## config.mk

```make
export PLATFORM = sky130hd
export DESIGN_NAME = trab_queue
export DESIGN_NICKNAME = d
export VERILOG_FILES = /design/src/trab_pkg.sv /design/src/trab_queue.sv
export SDC_FILE = /design/constraint.sdc
export NUM_CORES = 1
export LEC_CHECK = 0
export BUFFER_PORTS_ARGS = -buffer_cell sky130_fd_sc_hd__buf_2
export CAP_MARGIN = 20
export CORE_UTILIZATION = 40
export DETAILED_ROUTE_END_ITERATION = 12
export PLACE_DENSITY = 0.65
export SLEW_MARGIN = 15
export SYNTH_ARGS = -nofsm -noshare
export SYNTH_HDL_FRONTEND = slang
export SYNTH_SLANG_ARGS = --single-unit
```

## constraint.sdc

```tcl
create_clock -name clock -period 4.69 [get_ports clock]
set_input_delay 1.407 -clock clock [delete_from_list [all_inputs] [get_ports clock]]
set_output_delay 1.407 -clock clock [all_outputs]
set_load 0.02 [all_outputs]
```

## src/trab_pkg.sv

```systemverilog
// ----------------------------------------------------------------------------
// trab_pkg
// Shared types and constants of the register-file ALU and branch unit.
// ----------------------------------------------------------------------------
`default_nettype none

package trab_pkg;

   // default sizes, used as defaults of the top level parameters
   localparam int NUM_REGS_DEF     = 10;
   localparam int DATA_WIDTH_DEF   = 32;
   localparam int TARGET_WIDTH_DEF = 16;

   // fixed widths of the channel fields
   localparam int IMM_WIDTH    = 32;
   localparam int RESULT_WIDTH = 32;
   localparam int TGT_WIDTH    = 16;
   localparam int REG_IDX_W    = 4;
   localparam int OPCODE_W     = 3;

   // entries of the queue between front and back
   localparam int QUEUE_DEPTH = 2;

   localparam logic KIND_ALU    = 1'b0;
   localparam logic KIND_BRANCH = 1'b1;

   typedef enum logic [OPCODE_W-1:0] {
      OP_MOV = 3'd0,
      OP_ADD = 3'd1,
      OP_SUB = 3'd2,
      OP_MUL = 3'd3,
      OP_DIV = 3'd4,
      OP_AND = 3'd5,
      OP_OR  = 3'd6,
      OP_CMP = 3'd7
   } alu_op_type;

   typedef enum logic [OPCODE_W-1:0] {
      BR_JMP = 3'd0,
      BR_JL  = 3'd1,
      BR_JLE = 3'd2,
      BR_JG  = 3'd3,
      BR_JGE = 3'd4,
      BR_JE  = 3'd5
   } br_op_type;

   // what the back end has to do with an item
   typedef enum logic [1:0] {
      CLS_SKIP   = 2'd0,   // destination out of range, nothing is written
      CLS_HOLD   = 2'd1,   // source register out of range, report destination
      CLS_EXEC   = 2'd2,   // regular alu operation
      CLS_BRANCH = 2'd3
   } cls_type;

   typedef struct packed {
      logic                        kind;
      logic [OPCODE_W-1:0]         opcode;
      logic [REG_IDX_W-1:0]        dest_reg;
      logic [REG_IDX_W-1:0]        source_reg;
      logic                        use_immediate;
      logic signed [IMM_WIDTH-1:0] immediate;
      logic [TGT_WIDTH-1:0]        branch_target;
   } req_item_type;

   typedef struct packed {
      logic signed [RESULT_WIDTH-1:0] result_value;
      logic signed [RESULT_WIDTH-1:0] flag_value;
      logic                           branch_taken;
      logic [TGT_WIDTH-1:0]           next_target;
      logic                           divide_error;
   } rsp_item_type;

   typedef struct packed {
      cls_type                     cls;
      logic [OPCODE_W-1:0]         opcode;
      logic [REG_IDX_W-1:0]        dest_reg;
      logic [REG_IDX_W-1:0]        source_reg;
      logic                        use_immediate;
      logic signed [IMM_WIDTH-1:0] immediate;
      logic [TGT_WIDTH-1:0]        target;
   } dec_item_type;

   typedef struct packed {
      logic start;
      logic is_div;
   } mdu_ctl_type;

endpackage

`default_nettype wire

```

## src/trab_queue.sv

```systemverilog
// ----------------------------------------------------------------------------
// trab_queue
// Short queue of classified items between the front and the back end.
// ----------------------------------------------------------------------------
`default_nettype none

module trab_queue import trab_pkg::*; (
   input  logic         clock,
   input  logic         reset,
   input  logic         push,
   input  dec_item_type push_data,
   output logic         full,
   input  logic         pop,
   output logic         not_empty,
   output dec_item_type head
);

   localparam int PW = (QUEUE_DEPTH > 1) ? $clog2(QUEUE_DEPTH) : 1;
   localparam int CW = $clog2(QUEUE_DEPTH + 1);

   dec_item_type    slot_ff [QUEUE_DEPTH];
   logic [PW-1:0]   wr_ptr_ff, wr_ptr_in;
   logic [PW-1:0]   rd_ptr_ff, rd_ptr_in;
   logic [CW-1:0]   count_ff, count_in;

   assign full      = count_ff == CW'(QUEUE_DEPTH);
   assign not_empty = count_ff != '0;
   assign head      = slot_ff[rd_ptr_ff];

   always_comb begin
      wr_ptr_in = wr_ptr_ff;
      rd_ptr_in = rd_ptr_ff;
      count_in  = count_ff;
      if (push) begin
         wr_ptr_in = (wr_ptr_ff == PW'(QUEUE_DEPTH - 1)) ? '0 : wr_ptr_ff + 1'b1;
      end
      if (pop) begin
         rd_ptr_in = (rd_ptr_ff == PW'(QUEUE_DEPTH - 1)) ? '0 : rd_ptr_ff + 1'b1;
      end
      if (push && !pop) begin
         count_in = count_ff + 1'b1;
      end else if (pop && !push) begin
         count_in = count_ff - 1'b1;
      end
   end

   always_ff @(posedge clock) begin
      if (reset) begin
         wr_ptr_ff <= '0;
         rd_ptr_ff <= '0;
         count_ff  <= '0;
      end else begin
         wr_ptr_ff <= wr_ptr_in;
         rd_ptr_ff <= rd_ptr_in;
         count_ff  <= count_in;
      end
   end

   always_ff @(posedge clock) begin
      if (push) begin
         slot_ff[wr_ptr_ff] <= push_data;
      end
   end

endmodule

`default_nettype wire

```

## Word level (Yosys, flattened, before mapping)

Memory sizes are Yosys's and may differ from the RTL's. A register that Yosys moved wholly into a read port is not among the register bits.
Index checks and enable logic that the tools add are counted.

- Bits in registers: 4
- RAM bits: 124
- Input bits: 66
- Word-level logic and storage cells: 23
- Memories kept: 1

Memory list:

| memory | depth | bits a word | rd ports | clocked after memory_dff | wr ports | line | RTL |
|---|---|---|---|---|---|---|---|
| slot_ff | 2 | 62 | 1 | 1 | 1 | trab_queue.sv:21 | `dec_item_type slot_ff [QUEUE_DEPTH];` |

- Add/subtract/negate cells: 4
- Equal/unequal tests: 1
- Mux-type cells: 8
- Reduce and logical (&&, ||, !) cells: 6

Operator list:

| kind | count |
|---|---|
| 2-to-1 mux 1 bit | 6 |
| 2-to-1 mux 2 bit | 2 |
| nonzero test 2 bit | 2 |
| adder 1 bit (second input constant) | 2 |
| adder 2 x 1 -> 2 bit (second input constant) | 1 |
| equality test 2 bit (second input constant) | 1 |
| logical AND 1 bit | 2 |
| zero test 1 bit | 2 |
| subtractor 2 x 1 -> 2 bit (second input constant) | 1 |

## Logic depth before layout (Yosys ltp)

Gate-level depths: netlist of the first run.

- Word-level depth: 4
- Depth in mapped cells: 5

## Worst setup path after synthesis of the first run

No wires, ideal clock.

- Kind: input to register
- Start point: in push
- End point: mem slot_ff[0][0] (netlist bit), enable pin
- Arrival time: 4.136 ns
- Data required time: 4.200 ns
- Setup slack: 0.064 ns
- Cell stages on the path: 1
- Path buffers: 0
- Path through: nor2b_1

- Cells in the longest elaborated chain, start to end: 2

RTL lines:

| item | line | RTL |
|---|---|---|
| start: declaration | trab_queue.sv:10 | `input logic push,` |
| 2-to-1 mux 1 bit | trab_queue.sv:60 | `if (push) begin` |
| 2-to-1 mux 1 bit (not written as such) | trab_queue.sv:61 | `slot_ff[wr_ptr_ff] <= push_data;` |
| end: declaration | trab_queue.sv:21 |  |

No other way between the ends.

==> metrics.yaml, run 1 <==
critical_path:
  cp_cell_sequence: "buf_12 -> mux2_2 -> buf_2"
  cp.arrival_ns: 2.05
  start_kind: "flip-flop"
  crit_path_max_incr_delay_ns: 0.79
  crit_path_end_kind: "output pin"
  path_delay_family: "flip-flops"
  critPathKind: "reg2out"
  worstPathBufferInverterCount: 2
  crit_path_max_fanout: 35
  required_ns: 3.28
  slowest_stage: "dfxtp_2"
logic_synthesis:
  syn_inst: 215
  synth_xor_area_share_pct: 0.7447
  yosys_warnings: 0
  yosysMostFrequentCell: "edfxtp_1"
  synth_top_area_share_pct: 79.15
  avgSynthCellArea_um2: 21.88
  synth_commonest_cells: "edfxtp_1, mux2_2, buf_6"
  ys_async_sr_fraction_pct: 0
  synthMuxAreaShare_pct: 14.84
  synthSimpleGateAreaFrac_pct: 1.037
  synth_nets: 282
  synth_edf_count: 124
  ys_seq_area_share_pct: 81.28
  synth_top_family_by_area: "multiplexers"
  netlist_top_cells_area: "edfxtp_1, mux2_2, dfxtp_1"
  syn_area_um2: 4705
  synth-compound-area-share_pct: 0.2128
  yosys.area.top_type: "edfxtp_1"
  synth-seq-cells: 129
  synthAdderAreaFrac_pct: 0.2660
  ys.flop_type: "edfxtp_1"
  synth_cell_types: 17
pwr:
  p_clk_share_pct: 44.9
  seq_power_share_pct: 44.8
  irDropWorstVdd_uv: 226.0
  comb_power_share_pct: 10.3
  power.leakage_nw: 2.332
  sw_frac_of_total_pct: 20.86
  powerDensity_nw_per_um2: 499.5
  p_int_mw: 2.425
  netSwitchingPower_mw: 0.6394
global_route:
  grt-ovfl-total: 0
  antenna_found_initial: 0
  grt_pass1_wl_um: 13210
  grt_start_max_net_pins: 63
  grt_pass1_vias: 2607
  grt_usage_pct: 14.50
sta:
  finalCritPeriodShare_pct: 73.69
  tns_ns: 0
  slew_headroom_pct: 35.84
  finalHoldWorstSlack_ns: 0.5279
  final-hold-violation-count: 0
  period_minus_slack_ns: 3.456
  rsz0062_at_grt: "false"
  finalSetupViolations: 0
  worstMarginPinSlew_ns: 0.9603
  skew_ns: 0.007844
  max_freq_mhz: 289.4
  drv_slew: 0
clock_network:
  numCtsBuffers: 17
  h-tree-depth: 4
  cts-resized-gates: 0
  cts_tree: "built"
  cts_hold_buffers: 0
  post_cts_buffers: 0
  clk_latency_ns: 0.40
  path_clk_slew_ns: 0.05
  numClockSinks: 129
  cts_max_path_buffers: 2
  cts_root_buf: "clkbuf_16"
die:
  pin_count: 130
  die_h_um: 110.5
  initial_core_util_pct: 41.20
  die_area_um2: 12200
  coreArea_um2: 11420
  die_w_um: 110.5
  fp-row-count: 39
layout:
  fillers: 983
  area_delta_synth_final_pct: 30.43
  layout-drive-gt1-share_pct: 60.38
  fin_nets: 425
  antennaDiodeCount: 0
place:
  globalplace.congestion: 0.6585
  hpwlAfterDp_um: 5224
  io_buffers: 129
routing:
  drc: 0
  avgViaCountPerCell: 4.601
  detailroute.via_count: 2365
  wl_per_cell_um: 16.16
  dr.first_iter.drc_count: 80
  firstDrtPassIters: 4
  wl_um: 8308
  antenna_left: 0
outcome:
  status: "finished clean"
flow_run:
  maxCapViolCount: 0
worst_hold_path:
  worst_hold_path_type: "reg2reg"
## cells by family (layout without fill, tap and decap cells)
| group | after synthesis | count (layout) |
|---|---|---|
| xor gates and xnor gates | 4 | 4 |
| adders and majority gates | 1 | 1 |
| buffers and inverters | 8 | 164 |
| and+or+nand+nor | 9 | 9 |
| AOI/OAI and AO/OA | 2 | 2 |
| DFF | 129 | 129 |
| muxes | 62 | 62 |
## layer usage
| layer | up-vias | track usage [%] | routed length (um) | part of all wire, % |
|---|---|---|---|---|
| li1 | 1131 | - | - | - |
| met1 | 1145 | 16.34 | 3339 | 40 |
| met2 | 83 | 23.77 | 4305 | 52 |
| met3 | 6 | 6.915 | 594 | 7.1 |
| met4 | 0 | 5.600 | 70 | 0.84 |
| met5 | - | 0 | 0 | 0 |
## registers in the layout (all words and copies together), names as in the netlist, named ones only
signal,count
count_ff,2
rd_ptr_ff,1
slot_ff,124
wr_ptr_ff,1
## stage by stage
step / setup slack [ns] / power [mW] / utilization, % / cell area [um^2] / instances
floorplan: 0.06434 / 1.600 / - / 4705 / 215
global placement: 1.633 / 1.709 / 48.24 / 5508 / 482
detailed placement: 1.607 / 1.718 / 48.24 / 5508 / 482
CTS: 1.164 / 3.108 / 53.74 / 6136 / 514
global route: 1.111 / 3.179 / 53.74 / 6136 / 514
finish: 1.234 / 3.065 / 53.74 / 6136 / 514
## cell type report
cell class / instances / area [um^2] / area share (%)
clock inverters: 5 / 125.1 / 2.039
clock buffers: 27 / 503.0 / 8.197
flip-flops and latches: 129 / 3825 / 62.34
repair buffers: 131 / 685.7 / 11.17
multi-input cells: 78 / 814.5 / 13.27
well taps: 143 / 178.9 / 2.916
inverters: 1 / 3.754 / 0.06117
## cell usage in the layout, fill, tap and decap left out, types with 2 or more instances in the layout
cell type / synthesis / final
clkbuf_1: 0 / 6
bufinv_16: 0 / 4
edfxtp_1: 124 / 124
buf_2: 1 / 129
mux2_2: 62 / 62
clkbuf_8: 0 / 4
xnor2_1: 2 / 2
xor2_1: 2 / 2
dfxtp_1: 5 / 4
buf_12: 0 / 2
nor2_1: 4 / 4
clkbuf_16: 0 / 17
## worst paths after layout
| check | from | to | slack (ns) | cells after the start |
|---|---|---|---|---|
| setup / recovery | flip-flop | head[33] | 1.23 | 3 |
| hold / removal | count_ff[1] | count_ff[1] | 0.53 | 2 |
| setup reg to reg | wr_ptr_ff | slot_ff[0][14] | 2.93 | 2 |
| hold reg to reg | count_ff[1] | count_ff[1] | 0.53 | 2 |
## power groups by stage
stage	Clock, mW	Combinational [mW]	Sequential (mW)
detailed placement	0	0.321	1.40
global route	1.46	0.338	1.38
floorplan	0	0.216	1.38
global placement	0	0.317	1.39
finish	1.38	0.315	1.37
CTS	1.41	0.322	1.37
## worst reg2reg max path: stages, from the launching register on
cell,delay (ns)
dfxtp_1,0.35
nor2b_4,0.76
buf_12,0.32
Note: power is estimated with default switching activity, not from simulation.
==> inputs of run 2 (changes only) <==
Clock period 4.69 ns to 2.8 ns, I/O delays scaled along.
==> run 2 against run 1 <==
  * Wire length is 6.5% lower
  * Power is 57% higher
  * Sequential share of layout area is 0.42 points higher
  * Flip-flop and latch count stayed put
  * Clock power is 43% higher
  * Core utilization is 0.36 points lower
  * Highest routed layer unchanged
  * Worst setup slack worse by 0.86 ns
  * Die area stayed put
==> metrics.yaml, run 2 (synthesized netlist as in run 1, its figures left out) <==
critical_path:
  crit_path_max_incr_delay_ns: 0.40
  start_kind: "flip-flop"
  path_delay_family: "buffers and inverters"
  critPathKind: "reg2out"
  worstPathBufferInverterCount: 2
  slowest_stage: "mux2_2"
  required_ns: 1.96
  cp_cell_sequence: "buf_12 -> mux2_2 -> buf_2"
  crit_path_end_kind: "output pin"
  r2r_start: "wr_ptr_ff"
  crit_path_max_fanout: 46
  cp.arrival_ns: 1.59
clock_network:
  numClockSinks: 129
  cts_tree: "built"
  cts_hold_buffers: 0
  cts-resized-gates: 0
  cts_root_buf: "clkbuf_16"
  clk_latency_ns: 0.40
  cts_max_path_buffers: 2
  h-tree-depth: 4
  numCtsBuffers: 17
  path_clk_slew_ns: 0.05
  post_cts_buffers: 0
routing:
  drc: 0
  dr.first_iter.drc_count: 49
  firstDrtPassIters: 4
  detailroute.via_count: 2397
  wl_per_cell_um: 15.00
  wl_um: 7769
  antenna_left: 0
  avgViaCountPerCell: 4.627
global_route:
  antenna_found_initial: 0
  grt_pass1_wl_um: 12500
  grt_pass1_vias: 2568
  grt-ovfl-total: 0
  grt_usage_pct: 13.49
  grt_start_max_net_pins: 47
die:
  die_area_um2: 12200
  die_w_um: 110.5
  die_h_um: 110.5
  pin_count: 130
  fp-row-count: 39
  initial_core_util_pct: 41.20
  coreArea_um2: 11420
sta:
  worstMarginPinSlew_ns: 0.5948
  rsz0062_at_grt: "false"
  period_minus_slack_ns: 2.425
  tns_ns: 0
  final-hold-violation-count: 0
  skew_ns: 0.008603
  drv_slew: 0
  finalCritPeriodShare_pct: 86.61
  slew_headroom_pct: 60.35
  finalSetupViolations: 0
  max_freq_mhz: 412.4
layout:
  top_register: "slot_ff"
  final_cell_mix: "buf_2, edfxtp_1, mux2_2, clkbuf_16"
  layout-drive-gt1-share_pct: 61.33
  area_delta_synth_final_pct: 29.55
  fin_nets: 429
  final_common_cell: "buf_2"
  largestRegisters: "slot_ff (124), count_ff (2)"
  largest_reg_flops: 124
  antennaDiodeCount: 0
pwr:
  powerDensity_nw_per_um2: 788.9
  p_total_mw: 4.808
  seq_power_share_pct: 47.4
  p_clk_share_pct: 41.1
  p_int_mw: 3.689
  power.leakage_nw: 2.303
  netSwitchingPower_mw: 1.119
  irDropWorstVdd_uv: 420.1
  sw_frac_of_total_pct: 23.28
  comb_power_share_pct: 11.4
place:
  hpwlAfterDp_um: 4977
  io_buffers: 129
  globalplace.congestion: 0.6563
worst_hold_path:
  worst_hold_path_type: "reg2reg"
  hold_start: "count_ff[1]"
outcome:
  status: "finished clean"
flow_run:
  maxCapViolCount: 0
## run 2: layer usage
layer | vias up | share of wire (%) | track usage, %
met5 | - | 0 | 0
met2 | 88 | 50 | 21.99
met4 | 0 | 0.93 | 5.956
met1 | 1157 | 42 | 15.39
met3 | 7 | 6.7 | 5.873
li1 | 1145 | - | -
## run 2: worst reg2reg max path, cell delays in order (launching register included)
cell and delay (ns):
dfxtp_1 0.41, and2_2 0.50, buf_12 0.25
## run 2: per-stage QoR
stage                     std cells  utilization (%)  instance area [um^2]  hold WS, ns  worst slack [ns]
after CTS                       518            53.37                  6095       0.5148            0.3390
after global routing            518            53.37                  6095       0.5359            0.3013
final                           518            53.37                  6095       0.5193            0.3750
after detailed placement        486            48.60                  5549       0.5043            0.7603
after global placement          486            48.60                  5549       0.4751            0.7800
after floorplan                 215                -                  4712       0.4564           0.07497
## run 2: final timing paths
check / end / slack (ns) / cells after the start
max: head[40] / 0.37 / 3
min: count_ff[1] / 0.52 / 2
min reg2reg: count_ff[1] / 0.52 / 2
max reg2reg: slot_ff[1][6] / 1.32 / 2
## run 2: area by class of cell
class	instances	area (um^2)
clock inverter	15	120.1
tap	143	178.9
clock buffer	17	425.4
inverter	1	3.754
fill	949	5324
timing repair buffer	135	728.2
sequential	129	3825
multi-input combinational	78	813.3
## run 2: power groups by stage
stage | Sequential (mW) | Clock (mW) | Combinational (mW)
after floorplan | 2.31 | 0 | 0.364
after global placement | 2.31 | 0 | 0.554
after detailed placement | 2.32 | 0 | 0.559
after CTS | 2.28 | 2.02 | 0.561
after global routing | 2.29 | 2.11 | 0.591
final | 2.28 | 1.98 | 0.550
==> inputs of run 3 (changes only) <==
Settings changed: ABC_AREA set to 1, CELL_PAD_IN_SITES_DETAIL_PLACEMENT set to 1, CELL_PAD_IN_SITES_GLOBAL_PLACEMENT set to 1, PLACE_DENSITY 0.65 to not set, PLACE_DENSITY_LB_ADDON set to 0.1.
==> run 3 against run 2 <==
  * Count of clock-buffer cells in the layout up 8
  * Non-clock buffer count up 2
  * Combinational power up 6.9%
  * Critical path depth unchanged
  * Fmax down 4.4%
  * Power up 0.59%
  * Flip-flop and latch count unchanged
  * First-iteration DRC count up 90%
  * Sequential power about the same
  * Design area up 5.0%
  * Register-to-register slack about the same
==> metrics.yaml, run 3 <==
layout:
  area_delta_synth_final_pct: 27.88
  final_cell_mix: "buf_2, edfxtp_1, mux2_4, clkbuf_16, inv_1"
  fillers: 1153
  largest_reg_flops: 124
  postLayoutCellArea_um2: 6400
  top_register: "slot_ff"
  fin_nets: 442
  layout-drive-gt1-share_pct: 58.51
  final_common_cell: "buf_2"
  final_util_pct: 52.84
  largestRegisters: "slot_ff (124), count_ff (2)"
pwr:
  power.leakage_nw: 2.586
  irDropWorstVdd_uv: 352.7
  powerDensity_nw_per_um2: 755.7
global_route:
  grt_usage_pct: 14.30
  grt_pass1_wl_um: 13120
  grt_pass1_vias: 2587
  grt-ovfl-total: 0
  antenna_found_initial: 1
  grt_start_max_net_pins: 63
clock_network:
  numClockSinks: 129
  cts-resized-gates: 0
  cts_tree: "built"
  path_clk_slew_ns: 0.05
  cts_hold_buffers: 0
  numCtsBuffers: 17
  h-tree-depth: 4
  cts_max_path_buffers: 2
  clk_latency_ns: 0.41
  cts_root_buf: "clkbuf_16"
  post_cts_buffers: 0
sta:
  drv_slew: 0
  tns_ns: 0
  finalCritPeriodShare_pct: 90.61
  finalSetupViolations: 0
  rsz0062_at_grt: "false"
  finalHoldWorstSlack_ns: 0.5123
  max_freq_mhz: 394.2
  final-hold-violation-count: 0
  period_minus_slack_ns: 2.537
  worstMarginPinSlew_ns: 0.5783
  skew_ns: 0.003010
  slew_headroom_pct: 61.39
  finalWorstSetupSlack_ns: 0.2630
place:
  globalplace.congestion: 0.6492
  dp_slack_ns: 0.6650
  hpwlAfterDp_um: 5692
  place_area_um2: 5863
  io_buffers: 129
die:
  initial_core_util_pct: 41.32
  fp-row-count: 40
  die_area_um2: 12960
  coreArea_um2: 12110
  die_w_um: 113.9
  pin_count: 130
  die_h_um: 113.9
routing:
  drc: 0
  firstDrtPassIters: 4
  avgViaCountPerCell: 4.456
  dr.first_iter.drc_count: 93
  wl_um: 8801
  wl_per_cell_um: 15.80
  antenna_left: 0
  detailroute.via_count: 2482
critical_path:
  crit_path_end_kind: "output pin"
  cp.arrival_ns: 1.70
  crit_path_max_fanout: 13
  critPathKind: "reg2out"
  slowest_stage: "dfxtp_4"
  required_ns: 1.96
  cp_cell_sequence: "buf_4 -> mux2_4 -> buf_2"
  start_kind: "flip-flop"
  crit_path_max_incr_delay_ns: 0.51
logic_synthesis:
  ys_async_sr_fraction_pct: 0
  synth_edf_count: 124
  ys.flop_type: "edfxtp_1"
  synth_cell_types: 16
  yosysMostFrequentCell: "edfxtp_1"
  netlist_top_cells_area: "edfxtp_1, mux2_4, buf_12"
  syn_area_um2: 5005
  synth_top_area_share_pct: 74.40
  syn_inst: 226
  ys_seq_area_share_pct: 76.40
  synth_commonest_cells: "edfxtp_1, mux2_4, inv_1"
  yosys.area.top_type: "edfxtp_1"
  avgSynthCellArea_um2: 22.15
  yosys_warnings: 0
  synth-seq-cells: 129
  synth_nets: 293
worst_hold_path:
  worst_hold_path_type: "reg2reg"
outcome:
  status: "finished clean"
flow_run:
  maxCapViolCount: 0
run 3: layout make-up:
| class | count | area (um^2) | share of cell area [%] |
|---|---|---|---|
| inverter | 9 | 33.78 | 0.5279 |
| clock inverter | 7 | 58.81 | 0.9189 |
| clock buffer | 25 | 475.5 | 7.429 |
| tap | 168 | 210.2 | 3.284 |
| antenna | 1 | 2.502 | 0.03910 |
| timing repair buffer | 137 | 768.2 | 12.00 |
| sequential | 129 | 3827 | 59.80 |
| multi-input combinational | 81 | 1023 | 15.99 |
run 3: cell families after synthesis:
group	Yosys count	share of synthesized area (%)
xor+xnor	1	0.1750
compound gates	2	0.1998
buf+inv	16	3.300
fa+ha+maj	1	0.2500
mux	62	18.45
flops	129	76.40
simple gates	15	1.225
run 3: routing by layer:
layer | up-vias | track usage, % | part of all wire [%]
met2 | 80 | 24.63 | 53
met1 | 1210 | 15.04 | 39
met3 | 16 | 5.154 | 6.3
met4 | 0 | 8.571 | 2.1
met5 | - | 0 | 0
li1 | 1176 | - | -
run 3: final timing paths:
check	startpoint	to	slack, ns	cells after the start
min	rd_ptr_ff	rd_ptr_ff	0.51	2
max reg2reg	wr_ptr_ff	slot_ff[1][22]	1.32	3
min reg2reg	rd_ptr_ff	rd_ptr_ff	0.51	2
max	flip-flop	head[50]	0.26	3
run 3: report_power, final:
group	leakage [nW]	internal [mW]	switching (mW)
Combinational	1.11	0.275	0.312
Sequential	1.21	2.24	0.0373
Clock	0.266	1.25	0.721
run 3: worst max-delay path: cells and delay by family (launching register included):
family | cells | cell delay, ns
flops | 1 | 0.51
buf+inv | 2 | 0.46
mux | 1 | 0.32
run 3: stage by stage:
| step | std cells | power, mW |
|---|---|---|
| 5_1_grt | 556 | 5.005 |
| 4_1_cts | 556 | 4.912 |
| 2_1_floorplan | 226 | 2.727 |
| 3_3_place_gp | 524 | 2.896 |
| 3_5_place_dp | 524 | 2.910 |
| 6_report | 557 | 4.836 |
